### src/rtl/ksva_pkg.sv
// shared types and constants of the keyboard scan voice allocator
`default_nettype none

package ksva_pkg;

  // sequencer states
  typedef enum logic [2:0] {
    ST_IDLE,
    ST_INIT,
    ST_SCAN,
    ST_SCAN_END,
    ST_ALLOC,
    ST_CLEAR,
    ST_WRITE
  } state_e;

  // action codes
  localparam logic [2:0] ACT_SCAN      = 3'd0;
  localparam logic [2:0] ACT_ALLOC     = 3'd1;
  localparam logic [2:0] ACT_NOTE_ON   = 3'd2;
  localparam logic [2:0] ACT_NOTE_OFF  = 3'd3;
  localparam logic [2:0] ACT_ALL_OFF   = 3'd4;
  localparam logic [2:0] ACT_CLR_FLAGS = 3'd5;

  // field widths
  localparam int KeyVecW = 43;
  localparam int NoteW   = 7;
  localparam int CountW  = 6;
  localparam int AuxW    = 3;
  localparam int KeyIdxW = 6;

  // keyboard layout
  localparam int KeyBaseNote = 36;
  localparam int KbLimit     = 41;
  localparam int ModeBit     = 41;
  localparam int AuxBit      = 42;
  localparam int AuxWrap     = 7;
  localparam int HeldMax     = 63;
  localparam int OutSlots    = 4;

  // sticky flag positions
  localparam int FlagMode = 0;
  localparam int FlagAuxP = 1;
  localparam int FlagAuxR = 2;
  localparam int FlagW    = 3;

endpackage

`default_nettype wire

### src/rtl/keyboard_scan_voice_allocator.sv
// top level: keyboard scanner and first-free polyphonic voice allocator
`default_nettype none

// Keyboard scanner and first-free voice allocator. The block holds a note
// on/off map of NUM_NOTES notes and NUM_VOICES voice slots (slot value 0
// means free). Every accepted input transfer produces exactly one output
// transfer that shows the full state after the action. One item is worked at
// a time and in_ready_o stays low until its result is in the output register.
// The note map is a one-bit memory with one write and one registered read per
// cycle. After reset it is cleared one entry per cycle, and in_ready_o stays
// low until that clearing pass is done. A key scan walks the keyboard keys
// one per cycle through the shared edge/count unit: the accept, a walk of
// min(NUM_KEYS,41) keys, a closing step for the mode and aux keys and the load
// of the result. An allocate pass walks the notes one per cycle through the
// shared slot comparator bank: the accept, a walk of NUM_NOTES notes and the
// load. All notes off walks the map the same way to clear it. Note on, note
// off, clear flags and the unused codes go from the accept straight to the
// load. The output register lets the next item start while a result still
// waits for out_ready_i; the length of the key or note walk, plus any output
// stall at load time, sets how long an item takes.
module keyboard_scan_voice_allocator import ksva_pkg::*; #(
  parameter int NUM_VOICES = 4,
  parameter int NUM_NOTES  = 128,
  parameter int NUM_KEYS   = 41
) (
  input  wire logic               clk_i,
  input  wire logic               rst_ni,
  // input channel
  input  wire logic               in_valid_i,
  output logic                    in_ready_o,
  input  wire logic [2:0]         action_i,
  input  wire logic [KeyVecW-1:0] key_vector_i,
  input  wire logic [NoteW-1:0]   note_i,
  // output channel
  output logic                    out_valid_o,
  input  wire logic               out_ready_i,
  output logic [NoteW-1:0]        voice_a_o,
  output logic [NoteW-1:0]        voice_b_o,
  output logic [NoteW-1:0]        voice_c_o,
  output logic [NoteW-1:0]        voice_d_o,
  output logic [CountW-1:0]       keys_down_o,
  output logic [CountW-1:0]       held_keys_o,
  output logic                    mode_pressed_o,
  output logic                    aux_pressed_o,
  output logic                    aux_released_o,
  output logic [AuxW-1:0]         aux_step_o
);

  // keyboard keys actually scanned, capped below the mode key
  localparam int NumKeysUsed = (NUM_KEYS < KbLimit) ? NUM_KEYS : KbLimit;
  localparam int MapIdxW     = $clog2(NUM_NOTES);

  // sequencer
  state_e state_q, state_d;
  logic   accept;
  logic   load_out;
  logic   scan_step;
  logic   scan_end;
  logic   alloc_step;
  logic   clr_step;

  // block state
  logic                 note_mem [NUM_NOTES];
  logic [KeyVecW-1:0]   prev_keys_q;
  logic [KeyVecW-1:0]   scan_vec_q;
  logic [NoteW-1:0]     slot_q [NUM_VOICES];
  logic [NoteW-1:0]     slot_d [NUM_VOICES];
  logic [CountW-1:0]    keys_down_q;
  logic [CountW-1:0]    held_q;
  logic [AuxW-1:0]      aux_idx_q;
  logic [FlagW-1:0]     flags_q;

  // walk counters
  logic [KeyIdxW-1:0]   key_idx_q;
  logic [MapIdxW-1:0]   note_cnt_q;

  // output register
  logic                 out_valid_q;
  logic [NoteW-1:0]     out_voice_q [OutSlots];
  logic [NoteW-1:0]     slot_view   [OutSlots];
  logic [CountW-1:0]    out_keys_down_q;
  logic [CountW-1:0]    out_held_q;
  logic [FlagW-1:0]     out_flags_q;
  logic [AuxW-1:0]      out_aux_q;

  // key edge unit
  logic                 key_now;
  logic                 key_was;
  logic [7:0]           key_note;
  logic                 key_in_map;
  logic                 last_key;

  // mode and aux key edges, evaluated in the closing cycle of a scan
  logic                 mode_rise;
  logic                 aux_rise;
  logic                 aux_fall;
  logic [AuxW-1:0]      aux_next;

  // note map write port
  logic                 map_we;
  logic [MapIdxW-1:0]   map_addr;
  logic                 map_data;

  // note map read port, data registered and valid in the cycle after the address
  logic                 rd_en;
  logic [MapIdxW-1:0]   rd_addr;
  logic                 note_rd_q;

  // slot comparator bank
  logic [NoteW-1:0]     cur_note;
  logic                 cur_on;
  logic [NUM_VOICES-1:0] slot_match;
  logic [NUM_VOICES-1:0] slot_free;
  logic [NUM_VOICES-1:0] slot_grant;
  logic                 last_note;

  assign accept = in_valid_i && in_ready_o;

  // ---------------------------------------------------------------------------
  // next state
  // ---------------------------------------------------------------------------
  always_comb begin
    state_d = state_q;
    unique case (state_q)
      ST_IDLE: begin
        if (accept) begin
          if (action_i == ACT_SCAN) begin
            state_d = ST_SCAN;
          end else if (action_i == ACT_ALLOC) begin
            state_d = ST_ALLOC;
          end else if (action_i == ACT_ALL_OFF) begin
            state_d = ST_CLEAR;
          end else begin
            state_d = ST_WRITE;
          end
        end
      end
      // clearing pass after reset, no result
      ST_INIT: begin
        if (last_note) begin
          state_d = ST_IDLE;
        end
      end
      ST_SCAN: begin
        if (last_key) begin
          state_d = ST_SCAN_END;
        end
      end
      ST_SCAN_END: begin
        state_d = ST_WRITE;
      end
      ST_ALLOC: begin
        if (last_note) begin
          state_d = ST_WRITE;
        end
      end
      ST_CLEAR: begin
        if (last_note) begin
          state_d = ST_WRITE;
        end
      end
      ST_WRITE: begin
        if (!out_valid_q || out_ready_i) begin
          state_d = ST_IDLE;
        end
      end
      default: begin
        state_d = ST_IDLE;
      end
    endcase
  end

  // ---------------------------------------------------------------------------
  // sequencer outputs
  // ---------------------------------------------------------------------------
  always_comb begin
    in_ready_o = 1'b0;
    scan_step  = 1'b0;
    scan_end   = 1'b0;
    alloc_step = 1'b0;
    clr_step   = 1'b0;
    load_out   = 1'b0;
    unique case (state_q)
      ST_IDLE:     in_ready_o = 1'b1;
      ST_INIT:     clr_step   = 1'b1;
      ST_SCAN:     scan_step  = 1'b1;
      ST_SCAN_END: scan_end   = 1'b1;
      ST_ALLOC:    alloc_step = 1'b1;
      ST_CLEAR:    clr_step   = 1'b1;
      ST_WRITE:    load_out   = !out_valid_q || out_ready_i;
      default: begin
        in_ready_o = 1'b0;
      end
    endcase
  end

  // ---------------------------------------------------------------------------
  // key edge unit: one keyboard key per cycle
  // ---------------------------------------------------------------------------
  assign key_now    = scan_vec_q[key_idx_q];
  assign key_was    = prev_keys_q[key_idx_q];
  assign key_note   = 8'(KeyBaseNote) + {2'b00, key_idx_q};
  // keyboard notes past the top of the map are dropped
  assign key_in_map = {1'b0, key_note} < 9'(NUM_NOTES);
  assign last_key   = key_idx_q == KeyIdxW'(NumKeysUsed - 1);

  assign mode_rise = scan_vec_q[ModeBit] && !prev_keys_q[ModeBit];
  assign aux_rise  = scan_vec_q[AuxBit] && !prev_keys_q[AuxBit];
  assign aux_fall  = !scan_vec_q[AuxBit] && prev_keys_q[AuxBit];
  // aux index wraps after six
  assign aux_next  = (aux_idx_q == AuxW'(AuxWrap - 1)) ? '0 : aux_idx_q + 1'b1;

  // ---------------------------------------------------------------------------
  // note map write port: external note on/off, a keyboard edge or a clear walk
  // ---------------------------------------------------------------------------
  always_comb begin
    map_we    = 1'b0;
    map_addr  = '0;
    map_data  = 1'b0;
    if (accept) begin
      unique case (action_i) inside
        ACT_NOTE_ON, ACT_NOTE_OFF: begin
          map_we   = {1'b0, note_i} < 8'(NUM_NOTES);
          map_addr = note_i[MapIdxW-1:0];
          map_data = action_i == ACT_NOTE_ON;
        end
        default: begin
          map_we = 1'b0;
        end
      endcase
    end else if (scan_step) begin
      map_we   = (key_now ^ key_was) && key_in_map;
      map_addr = key_note[MapIdxW-1:0];
      map_data = key_now;
    end else if (clr_step) begin
      map_we   = 1'b1;
      map_addr = note_cnt_q;
      map_data = 1'b0;
    end
  end

  // note map read port: note 0 is fetched at the accept of an allocate pass,
  // then each walk cycle fetches the following note
  assign rd_en   = (accept && action_i == ACT_ALLOC) || (alloc_step && !last_note);
  assign rd_addr = accept ? '0 : note_cnt_q + 1'b1;

  // ---------------------------------------------------------------------------
  // slot comparator bank: one note per cycle against every voice slot
  // ---------------------------------------------------------------------------
  assign cur_note  = NoteW'(note_cnt_q);
  assign cur_on    = note_rd_q;
  assign last_note = note_cnt_q == MapIdxW'(NUM_NOTES - 1);

  always_comb begin
    logic found;
    found = 1'b0;
    for (int v = 0; v < NUM_VOICES; v++) begin
      slot_match[v] = slot_q[v] == cur_note;
      slot_free[v]  = slot_q[v] == '0;
      // lowest free slot wins
      slot_grant[v] = slot_free[v] && !found;
      found         = found || slot_free[v];
    end
  end

  // note 0 never gets a voice: while slots are free it counts as playing
  always_comb begin
    for (int v = 0; v < NUM_VOICES; v++) begin
      slot_d[v] = slot_q[v];
      if (!cur_on && slot_match[v]) begin
        slot_d[v] = '0;
      end else if (cur_on && !(|slot_match) && slot_grant[v]) begin
        slot_d[v] = cur_note;
      end
    end
  end

  // slots beyond the configured voice count read as free
  for (genvar g = 0; g < OutSlots; g++) begin : g_view
    if (g < NUM_VOICES) begin : g_used
      assign slot_view[g] = slot_q[g];
    end else begin : g_unused
      assign slot_view[g] = '0;
    end
  end

  // ---------------------------------------------------------------------------
  // registers
  // ---------------------------------------------------------------------------
  always_ff @(posedge clk_i or negedge rst_ni) begin
    if (!rst_ni) begin
      state_q     <= ST_INIT;
      prev_keys_q <= '0;
      keys_down_q <= '0;
      held_q      <= '0;
      aux_idx_q   <= '0;
      flags_q     <= '0;
      key_idx_q   <= '0;
      note_cnt_q  <= '0;
      out_valid_q <= 1'b0;
      for (int v = 0; v < NUM_VOICES; v++) begin
        slot_q[v] <= '0;
      end
    end else begin
      state_q <= state_d;

      if (accept) begin
        key_idx_q  <= '0;
        note_cnt_q <= '0;
        if (action_i == ACT_SCAN) begin
          keys_down_q <= '0;
        end
        if (action_i == ACT_CLR_FLAGS) begin
          flags_q <= '0;
        end
      end

      if (scan_step) begin
        key_idx_q <= key_idx_q + 1'b1;
        if (key_now) begin
          keys_down_q <= keys_down_q + 1'b1;
        end
        // held count saturates at the top and floors at zero
        if (key_now && !key_was && held_q != CountW'(HeldMax)) begin
          held_q <= held_q + 1'b1;
        end else if (!key_now && key_was && held_q != '0) begin
          held_q <= held_q - 1'b1;
        end
      end

      if (scan_end) begin
        if (mode_rise) begin
          flags_q[FlagMode] <= 1'b1;
        end
        if (aux_rise) begin
          flags_q[FlagAuxP] <= 1'b1;
          aux_idx_q         <= aux_next;
        end
        if (aux_fall) begin
          flags_q[FlagAuxR] <= 1'b1;
        end
        prev_keys_q <= scan_vec_q;
      end

      if (alloc_step || clr_step) begin
        note_cnt_q <= note_cnt_q + 1'b1;
      end

      if (alloc_step) begin
        for (int v = 0; v < NUM_VOICES; v++) begin
          slot_q[v] <= slot_d[v];
        end
      end

      if (load_out) begin
        out_valid_q <= 1'b1;
      end else if (out_ready_i) begin
        out_valid_q <= 1'b0;
      end
    end
  end

  // note map memory
  always_ff @(posedge clk_i) begin
    if (map_we) begin
      note_mem[map_addr] <= map_data;
    end
    if (rd_en) begin
      note_rd_q <= note_mem[rd_addr];
    end
  end

  // payload registers
  always_ff @(posedge clk_i) begin
    if (accept && action_i == ACT_SCAN) begin
      scan_vec_q <= key_vector_i;
    end
    if (load_out) begin
      for (int v = 0; v < OutSlots; v++) begin
        out_voice_q[v] <= slot_view[v];
      end
      out_keys_down_q <= keys_down_q;
      out_held_q      <= held_q;
      out_flags_q     <= flags_q;
      out_aux_q       <= aux_idx_q;
    end
  end

  // ---------------------------------------------------------------------------
  // output ports
  // ---------------------------------------------------------------------------
  assign out_valid_o    = out_valid_q;
  assign voice_a_o      = out_voice_q[0];
  assign voice_b_o      = out_voice_q[1];
  assign voice_c_o      = out_voice_q[2];
  assign voice_d_o      = out_voice_q[3];
  assign keys_down_o    = out_keys_down_q;
  assign held_keys_o    = out_held_q;
  assign mode_pressed_o = out_flags_q[FlagMode];
  assign aux_pressed_o  = out_flags_q[FlagAuxP];
  assign aux_released_o = out_flags_q[FlagAuxR];
  assign aux_step_o     = out_aux_q;

endmodule

`default_nettype wire

### config.mk
export PLATFORM = sky130hd
export DESIGN_NAME = keyboard_scan_voice_allocator
export DESIGN_NICKNAME = d
export VERILOG_FILES = /design/src/rtl/ksva_pkg.sv /design/src/rtl/keyboard_scan_voice_allocator.sv
export SDC_FILE = /design/constraint.sdc
export NUM_CORES = 1
export LEC_CHECK = 0
export ABC_AREA = 1
export BUFFER_PORTS_ARGS = -buffer_cell sky130_fd_sc_hd__buf_2
export CORE_MARGIN = 3
export CORE_UTILIZATION = 54
export CTS_BUF_LIST = sky130_fd_sc_hd__clkbuf_16
export CTS_CLUSTER_DIAMETER = 80
export CTS_CLUSTER_SIZE = 25
export DETAILED_ROUTE_END_ITERATION = 10
export PLACE_DENSITY = 0.74
export RECOVER_POWER = 100
export SETUP_SLACK_MARGIN = 0.5
export SLEW_MARGIN = 25
export SYNTH_ARGS = -nofsm -noshare
export SYNTH_HDL_FRONTEND = slang
export SYNTH_SLANG_ARGS = --single-unit
### constraint.sdc
create_clock -name clk_i -period 7.74 [get_ports clk_i]
set_clock_uncertainty 0.2 [all_clocks]
set_input_delay 0 -clock clk_i [delete_from_list [all_inputs] [get_ports clk_i]]
set_output_delay 0 -clock clk_i [all_outputs]
set_load 0.02 [all_outputs]
==> impl_metrics.env, run 1 <==
export IMPL_finalInstanceArea_um2=17300
export IMPL_cap_violations=7
export IMPL_portBuffers=104
export IMPL_routed_via_density=5.65
export IMPL_nNetsFinal=1808
export IMPL_wl_um=36300
export IMPL_synth_seq_cells=324
export IMPL_regArea_um2=9200
export IMPL_grt_pass1_vias=11500
export IMPL_hold_path_class="in -> reg"
export IMPL_min_period_ns=5.86
export IMPL_syn_inst=1576
export IMPL_drtAntennaViolNets=0
export IMPL_p_leak_uw=0.00706
export IMPL_worstPathMaxFanout=38
export IMPL_cp_end_kind="flip-flop"
export IMPL_dieWidth_um=173
export IMPL_path_clk_slew_ns=0.11
export IMPL_crit_path_start_kind="flip-flop"
export IMPL_root_buffer="clkbuf_16"
export IMPL_dp_hpwl_um=21900
export IMPL_antenna_found_initial=2
export IMPL_slew_viol_final=435
export IMPL_die_h_um=173
export IMPL_synth_area_leaders="edfxtp_1 43%, dfrtp_1 17%, nand2_1 8.3%, nor2_1 5.5%, nand3_1 5.5%"
export IMPL_min_period_over_period_pct=75.7
export IMPL_drc_errors=0
export IMPL_wl_per_cell_um=17.1
export IMPL_status="finished, violations left"
export IMPL_max_freq_mhz=171
export IMPL_yosys_area_top_type="edfxtp_1"
export IMPL_slew_headroom_pct=-171
export IMPL_yosysWarnings=0
export IMPL_cts_sinks=324
export IMPL_routed_via_count=12000
export IMPL_num_fill_cells=2229
export IMPL_dr_first_iter_drc_count=1536
export IMPL_arrival_ns=5.88
export IMPL_failed_checks="capacitance limit, slew limit"
export IMPL_path_class="reg -> reg"
export IMPL_p_int_uw=3480
export IMPL_clock_latency_ns=0.53
export IMPL_areaGrowthSynthToFinish_pct=14.4
export IMPL_rows=60
export IMPL_syn_area_per_cell_um2=9.58
export IMPL_synth_top_area_share_pct=43.4
export IMPL_synth_edff_count=218
export IMPL_htree_levels=1
export IMPL_clockBufferDepth=3
export IMPL_synth_cell_types=44
export IMPL_synthTopCellsByCount="335 x nand2_1, 221 x nor2_1, 218 x edfxtp_1"
export IMPL_coreArea_um2=27200
export IMPL_grt_pass1_wl_um=59300
export IMPL_yosysSeqAreaShare_pct=60.9
export IMPL_die_area_um2=30000
export IMPL_place_area_um2=15900
export IMPL_grt_start_max_net_pins=129
export IMPL_multi_input_area_um2=5020
export IMPL_io_pins=105
export IMPL_cts_setup_buffers=0
export IMPL_vdd_drop_max_uv=180
export IMPL_clkPwrFrac_pct=16.6
export IMPL_syn_area_um2=15100
export IMPL_cts_resized_gates=0
export IMPL_grt_ovfl_total=0
export IMPL_p_sw_share_pct=42.0
export IMPL_tightest_slew_ns=4.06
export IMPL_synth_nets=1646
export IMPL_pwr_share_comb_pct=41.9
export IMPL_worst_ep_required_time_ns=7.76
export IMPL_synth_most_common_cell="nand2_1"
export IMPL_setup_viol_count_final=0
export IMPL_setup_tns_ns=0
export IMPL_hold_slack_ns=0.156
export IMPL_dr_pass1_iters=7
export IMPL_grt_setup_unrepaired="false"
export IMPL_initial_core_util_pct=55.5
export IMPL_final_util_pct=63.6
export IMPL_p_sw_uw=2510
export IMPL_hold_viol_final=0
export IMPL_drive_gt1_share_pct=5.95
export IMPL_grt_usage_pct=23.8
export IMPL_cts_buffers_inserted=17
export IMPL_synthFlopType="edfxtp_1"
export IMPL_routabilityCongestion=0.893
export IMPL_pwr_share_seq_pct=41.5
export IMPL_cts_tree="yes"
export IMPL_powerDensity_nw_per_um2=347
export IMPL_synth_async_reset_ratio_pct=32.7
-- state kept, by name (all words and copies together), names as in the netlist --
name / cells
note_mem: 128
prev_keys_q: 43
scan_vec_q: 43
out_voice_q: 28
slot_q: 28
cur_note: 7
held_keys_o: 6
held_q: 6
key_idx_q: 6
keys_down_o: 6
keys_down_q: 6
aux_idx_q: 3
aux_step_o: 3
flags_q: 3
out_flags_q: 3
state_q: 3
cur_on: 1
out_valid_o: 1
-- power groups by stage --
stage / logic [uW] / registers [uW] / clock network [uW]
after floorplan: 1780 / 2460 / 0
after global placement: 2350 / 2500 / 0
after detailed placement: 2430 / 2510 / 0
after CTS: 2500 / 2470 / 1000
after global routing: 2800 / 2530 / 1060
final: 2510 / 2490 / 993
-- layer usage --
layer  wire length, um  GRT usage, %  vias to the layer above
met3              2910          2.85                       80
met4               770          6.35                        0
met1             15200          33.4                     5721
met5                 0             0                        -
met2             17400          39.8                      579
li1                  -             -                     5610
-- metrics by stage --
step	power (uW)	setup slack, ns	cells
final	5990	1.88	2123
after global routing	6390	1.45	2123
after global placement	4850	3.45	1990
after detailed placement	4940	3.14	1991
after floorplan	4240	2.66	1576
after CTS	5970	3.11	2121
-- final cells by class --
type | count | area share (%)
timing repair buffer | 215 | 8.76
multi-input combinational | 1031 | 29.0
clock buffer | 18 | 2.61
inverter | 149 | 3.24
tap | 372 | 2.69
clock inverter | 12 | 0.377
sequential | 324 | 53.3
antenna | 2 | 0.0290
-- worst paths after layout --
path	from	endpoint	slack, ns	cells after the start
setup / recovery	state_q[0]	note_mem[15]	1.88	11
hold / removal	note_i[3]	note_mem[38]	0.16	6
setup reg to reg	state_q[0]	note_mem[15]	1.88	11
hold reg to reg	aux_idx_q[0]	aux_step_o[0]	0.26	0
max in group asynchronous	rst_ni	slot_q[19]	3.09	4
min in group asynchronous	rst_ni	prev_keys_q[20]	0.93	4
-- repair_timing --
item | in CTS | in global routing
hold endpoints to repair | 156 | 0
hold buffers | 100 | 0
setup endpoints to repair | 0 | 0
-- critical path, cell delays in order (launching register included) --
cell      delay (ns)
dfstp_1         0.61
nor2_1          0.10
nand3_1         1.04
clkbuf_1        1.41
inv_2           0.22
nand2_1         0.22
inv_1           0.15
a221oi_1        0.57
inv_1           0.14
nor2_1          0.37
nand2_1         0.31
nor2_1          0.20
-- cell families after synthesis --
family                     synth area share (%)
adders and majority gates                  1.13
AOI/OAI and AO/OA                          7.11
and+or+nand+nor                            23.0
xor gates and xnor gates                   2.03
buffers and inverters                      5.82
DFF                                        60.9
-- placed cells by master, fill, tap and decap left out, types with 12 or more instances in the layout --
master           n
clkbuf_1        56
o22ai_1         12
o2111ai_1       16
edfxtp_1       218
o21ai_0         99
or2_2           14
xnor2_1         27
dlygate4sd3_1   99
clkbuf_16       18
nand2_1        334
ha_1            12
nand3b_1        40
nor2_1         221
a21oi_1         26
inv_1          151
buf_2           54
nand3_1        166
dfrtp_1        105
No activity file was read; power rests on OpenSTA's default activity.
==> run 2, diff against run 1 <==
clock period = 5.2 ns   (was 7.74 ns; I/O delays follow)
==> run 2 against run 1 <==
  * The run still ends with capacitance limit, slew limit left
  * Combinational power rose by 46%
  * Clock power up 44%
  * Routed wire length increased by 0.21%
  * Sequential power increased by 50%
  * Fmax grew 26%
  * Final area down 0.29%
==> impl_metrics.env, run 2 (synthesized netlist as in run 1, its figures left out) <==
export IMPL_status="finished, violations left"
export IMPL_failed_checks="capacitance limit, slew limit"
export IMPL_p_leak_uw=0.00704
export IMPL_cap_violations=6
export IMPL_io_pins=105
export IMPL_clock_latency_ns=0.51
export IMPL_htree_levels=1
export IMPL_cp_end_kind="flip-flop"
export IMPL_nNetsFinal=1805
export IMPL_path_class="reg -> reg"
export IMPL_powerDensity_nw_per_um2=513
export IMPL_timing_critical_path_from="state_q[1]"
export IMPL_worstHoldPathCells=2
export IMPL_wirelength_met1_um=15500
export IMPL_slowest_delay_ns=1.18
export IMPL_dp_hpwl_um=22200
export IMPL_grt_usage_pct=23.8
export IMPL_hold_viol_final=0
export IMPL_tightest_slew_ns=3.15
export IMPL_largest_reg_flops=128
export IMPL_routed_via_count=11800
export IMPL_reg_top3="note_mem x128, prev_keys_q x43, scan_vec_q x43"
export IMPL_cts_setup_buffers=0
export IMPL_top_register="note_mem"
export IMPL_grt_pass1_vias=11200
export IMPL_diodes=0
export IMPL_multi_input_area_um2=5010
export IMPL_grt_pass1_wl_um=58300
export IMPL_root_buffer="clkbuf_16"
export IMPL_highest_signal_layer="met4"
export IMPL_coreArea_um2=27200
export IMPL_hold_path_class="in -> reg"
export IMPL_drc_errors=0
export IMPL_p_sw_share_pct=41.8
export IMPL_crit_end="note_mem[52]"
export IMPL_cts_sinks=324
export IMPL_dr_wl_met2_um=17500
export IMPL_clockBufferDepth=3
export IMPL_worstPathMaxFanout=44
export IMPL_slowest_stage="o21ai_2"
export IMPL_die_area_um2=30000
export IMPL_num_fill_cells=2274
export IMPL_grt_start_max_net_pins=75
export IMPL_cts_tree="yes"
export IMPL_areaGrowthSynthToFinish_pct=14.1
export IMPL_drtAntennaViolNets=0
export IMPL_pwr_share_comb_pct=41.6
export IMPL_rows=60
export IMPL_dr_pass1_iters=7
export IMPL_initial_core_util_pct=55.5
export IMPL_path_clk_slew_ns=0.09
export IMPL_cp_cell_sequence="nor2_1 > nand3_1 > inv_1 > nand2_1 > o21ai_2 > buf_4"
export IMPL_dieWidth_um=173
export IMPL_worst_ep_required_time_ns=5.28
export IMPL_rrSetupSlack_ns=0.56
export IMPL_routabilityCongestion=0.891
export IMPL_p_sw_uw=3690
export IMPL_die_h_um=173
export IMPL_cts_buffers_inserted=17
export IMPL_slew_headroom_pct=-110
export IMPL_grt_ovfl_total=0
export IMPL_final_common_cell="nand2_1"
export IMPL_vdd_drop_max_uv=277
export IMPL_setup_tns_ns=0
export IMPL_reg2reg_depth=6
export IMPL_final_cell_mix="332 x nand2_1, 221 x nor2_1, 218 x edfxtp_1"
export IMPL_arrival_ns=4.72
export IMPL_crit_path_start_kind="flip-flop"
export IMPL_setup_viol_count_final=0
export IMPL_portBuffers=104
export IMPL_wl_per_cell_um=17.2
export IMPL_place_area_um2=15900
export IMPL_min_period_over_period_pct=89.3
export IMPL_met3WireLength_um=2480
export IMPL_max_freq_mhz=215
export IMPL_drive_gt1_share_pct=6.30
export IMPL_pwr_share_seq_pct=42.2
export IMPL_regArea_um2=9200
export IMPL_wl_um=36400
export IMPL_r2r_start="state_q[1]"
export IMPL_worst_r2r_endpoint="note_mem[52]"
export IMPL_antenna_found_initial=0
export IMPL_dr_first_iter_drc_count=1420
export IMPL_slew_viol_final=264
export IMPL_routed_via_density=5.57
export IMPL_finalInstanceArea_um2=17200
export IMPL_clkPwrFrac_pct=16.2
export IMPL_grt_setup_unrepaired="true"
export IMPL_final_util_pct=63.4
export IMPL_min_period_ns=4.64
export IMPL_final_cells=2117
export IMPL_dp_cells=1992
export IMPL_p_int_uw=5140
-- run 2: routing by layer --
metal	GRT usage, %	vias up
li1	-	5605
met1	33.2	5617
met2	39.7	502
met3	2.48	75
met4	7.33	0
met5	0	-
-- run 2: worst min path at each step --
stage / start / end / slack, ns
3_3_place_gp: rst_ni / prev_keys_q[21] / -0.04
3_5_place_dp: rst_ni / prev_keys_q[24] / -0.03
4_1_cts: key_vector_i[19] / scan_vec_q[19] / 0.00009
2_1_floorplan: rst_ni / aux_idx_q[0] / -0.50
5_1_grt: key_vector_i[19] / scan_vec_q[19] / 0.02
6_report: key_vector_i[24] / scan_vec_q[24] / 0.03
-- run 2: power groups by stage --
| stage | combinational [uW] | clock, uW | sequential [uW] |
|---|---|---|---|
| 3_5_place_dp | 3580 | 0 | 3760 |
| 6_report | 3670 | 1430 | 3730 |
| 3_3_place_gp | 3480 | 0 | 3750 |
| 5_1_grt | 4120 | 1530 | 3780 |
| 2_1_floorplan | 2650 | 0 | 3650 |
| 4_1_cts | 3670 | 1450 | 3710 |
-- run 2: through the flow --
step                      hold slack, ns  setup WS, ns  total power (uW)
after floorplan                   -0.496          1.46              6310
after global placement           -0.0354         0.858              7230
after detailed placement         -0.0270         0.712              7340
after CTS                      0.0000859         0.691              8830
after global routing              0.0172         0.158              9430
final                             0.0287         0.558              8830
-- run 2: what timing repair did --
action	4_1_cts	5_1_grt
hold endpoints to repair	159	0
hold buffers	96	0
resized for setup	0	9
endpoints found under the setup margin	0	129
-- run 2: worst max-delay path, delay by kind of cell (launching register included) --
kind | cells | cell delay, ns
simple gates | 3 | 1.38
compound gates | 1 | 1.18
buf+inv | 2 | 1.16
flops | 1 | 0.45
-- run 2: layout make-up --
cell class / count / share of cell area, %
Timing Repair Buffer: 212 / 8.67
Tap cell: 372 / 2.70
Clock inverter: 12 / 0.378
Multi-Input combinational cell: 1031 / 29.1
Sequential cell: 324 / 53.4
Inverter: 149 / 3.25
Clock buffer: 17 / 2.47
==> run 3, diff against run 2 <==
BUFFER_PORTS_ARGS = default   (was -buffer_cell sky130_fd_sc_hd__buf_2)
DONT_BUFFER_PORTS = 1   (was default)
PLACE_DENSITY = default   (was 0.74)
PLACE_DENSITY_LB_ADDON = 0.2   (was default)
==> run 3 against run 2 <==
  * The run still ends with capacitance limit, slew limit left
  * Combinational power down 3%
  * Final cell count is 4.7% lower
  * Clock power about the same
  * Via count decreased by 3.3%
  * Flip-flop and latch count unchanged
  * Critical endpoint is now note_mem[37]
  * First-iteration DRC count shrank 9.7%
  * Utilization decreased by 1.5 points
  * Sequential share of layout area increased by 1.3 points
  * Worst hold slack worse by 0.015 ns
  * Final area down 2.4%
==> impl_metrics.env, run 3 (synthesized netlist as in run 1, its figures left out) <==
export IMPL_die_area_um2=30000
export IMPL_dr_first_iter_drc_count=1282
export IMPL_min_period_ns=4.60
export IMPL_clock_latency_ns=0.53
export IMPL_cap_violations=2
export IMPL_final_common_cell="nand2_1"
export IMPL_top_register="note_mem"
export IMPL_dr_pass1_iters=5
export IMPL_areaGrowthSynthToFinish_pct=11.4
export IMPL_tightest_slew_ns=2.67
export IMPL_cts_sinks=324
export IMPL_largest_reg_flops=128
export IMPL_max_freq_mhz=217
export IMPL_vdd_drop_max_uv=270
export IMPL_final_cell_mix="334 x nand2_1, 221 x nor2_1, 218 x edfxtp_1"
export IMPL_slew_viol_final=106
export IMPL_setup_viol_count_final=0
export IMPL_reg_top3="note_mem x128, prev_keys_q x43, scan_vec_q x43"
export IMPL_grt_pass1_vias=10700
export IMPL_hold_path_class="in -> reg"
export IMPL_failed_checks="capacitance limit, slew limit"
export IMPL_dp_cells=1889
export IMPL_cpMostUsedCell="nor2_1"
export IMPL_setup_tns_ns=0
export IMPL_routabilityCongestion=0.922
export IMPL_cts_tree="yes"
export IMPL_powerDensity_nw_per_um2=523
export IMPL_arrival_ns=4.63
export IMPL_grt_start_max_net_pins=106
export IMPL_grt_ovfl_total=0
export IMPL_dp_hpwl_um=21900
export IMPL_slew_headroom_pct=-78.1
export IMPL_die_h_um=173
export IMPL_wl_um=35500
export IMPL_routed_via_count=11400
export IMPL_drive_gt1_share_pct=3.65
export IMPL_power_uw=8790
export IMPL_cts_buffers_inserted=17
export IMPL_antenna_found_initial=0
export IMPL_slowest_stage="nand3_1"
export IMPL_grt_pass1_wl_um=57300
export IMPL_grt_setup_unrepaired="false"
export IMPL_cp_cell_sequence="nor2_1 > nand3_1 > buf_4 > inv_2 > nand2_1 > inv_2 > a221oi_1 > inv_1 > nor2_1 > nand2_1 > nor2_1"
export IMPL_min_period_over_period_pct=88.5
export IMPL_path_class="reg -> reg"
export IMPL_cts_setup_buffers=0
export IMPL_path_delay_family="simple AND/OR/NAND/NOR gates"
export IMPL_hold_slack_ns=0.0134
export IMPL_nNetsFinal=1704
export IMPL_htree_levels=1
export IMPL_grt_usage_pct=23.3
export IMPL_diodes=0
export IMPL_coreArea_um2=27200
export IMPL_clockBufferDepth=3
export IMPL_rows=60
export IMPL_timing_critical_path_buf_inv=4
export IMPL_drtAntennaViolNets=0
export IMPL_status="finished, violations left"
export IMPL_p_leak_uw=0.00679
export IMPL_final_cells=2017
export IMPL_dieWidth_um=173
export IMPL_worst_ep_required_time_ns=5.22
export IMPL_cp_end_kind="flip-flop"
export IMPL_routed_via_density=5.66
export IMPL_root_buffer="clkbuf_16"
export IMPL_slowest_delay_ns=0.93
export IMPL_hold_viol_final=0
export IMPL_num_fill_cells=2282
export IMPL_wl_per_cell_um=17.6
export IMPL_initial_core_util_pct=55.5
export IMPL_io_pins=105
export IMPL_crit_path_start_kind="flip-flop"
export IMPL_portBuffers=0
export IMPL_worstPathMaxFanout=44
export IMPL_drc_errors=0
export IMPL_path_clk_slew_ns=0.10
-- run 3: power by group --
part / leakage (uW) / switching (uW) / total, uW / internal, uW
Clock: 0.000271 / 817 / 1430 / 614
Sequential: 0.00338 / 506 / 3800 / 3290
Combinational: 0.00313 / 2360 / 3560 / 1200
-- run 3: what timing repair did --
item,in CTS,in global routing
hold buffers,98,0
hold endpoints to repair,212,0
endpoints found under the setup margin,0,129
resized for setup,0,2
-- run 3: per-stage QoR --
stage | instance area (um^2) | worst slack, ns | utilization [%]
5_1_grt | 16800 | 0.258 | 61.9
3_5_place_dp | 15400 | 0.735 | 56.7
2_1_floorplan | 15100 | 1.46 | -
6_report | 16800 | 0.596 | 61.9
3_3_place_gp | 15400 | 0.870 | 56.6
4_1_cts | 16900 | 0.702 | 62.2
-- run 3: worst register-to-register path, stage by stage (launching register included) --
cell and delay [ns]:
dfstp_2 0.57, nor2_1 0.07, nand3_1 0.93, buf_4 0.60
inv_2 0.15, nand2_1 0.17, inv_2 0.09, a221oi_1 0.55
inv_1 0.12, nor2_1 0.34, nand2_1 0.32, nor2_1 0.20
-- run 3: cell type report --
class | count | area (um^2) | share of cell area, %
repair buffers | 111 | 1070 | 6.38
inverters | 149 | 561 | 3.33
flip-flops and latches | 324 | 9200 | 54.7
clock inverters | 13 | 71.3 | 0.424
well taps | 372 | 465 | 2.77
clock buffers | 17 | 425 | 2.53
multi-input cells | 1031 | 5020 | 29.8
-- run 3: final timing paths --
kind	slack [ns]	depth (start not counted)	to	from
worst max-delay path	0.60	11	note_mem[37]	state_q[0]
worst min-delay path	0.01	5	note_mem[112]	note_i[3]
worst max register to register	0.60	11	note_mem[37]	state_q[0]
worst min register to register	0.26	0	aux_step_o[2]	aux_idx_q[2]
max in group asynchronous	1.52	4	key_idx_q[1]	rst_ni
min in group asynchronous	0.50	3	state_q[0]	rst_ni
-- run 3: layer usage --
layer  vias to the layer above  wire length [um]  global-route usage [%]
li1                       5397                 -                       -
met1                      5551             15700                    34.3
met2                       412             16800                    37.8
met3                        52              2250                    2.53
met4                         0               673                    5.27
met5                         -                 0                       0
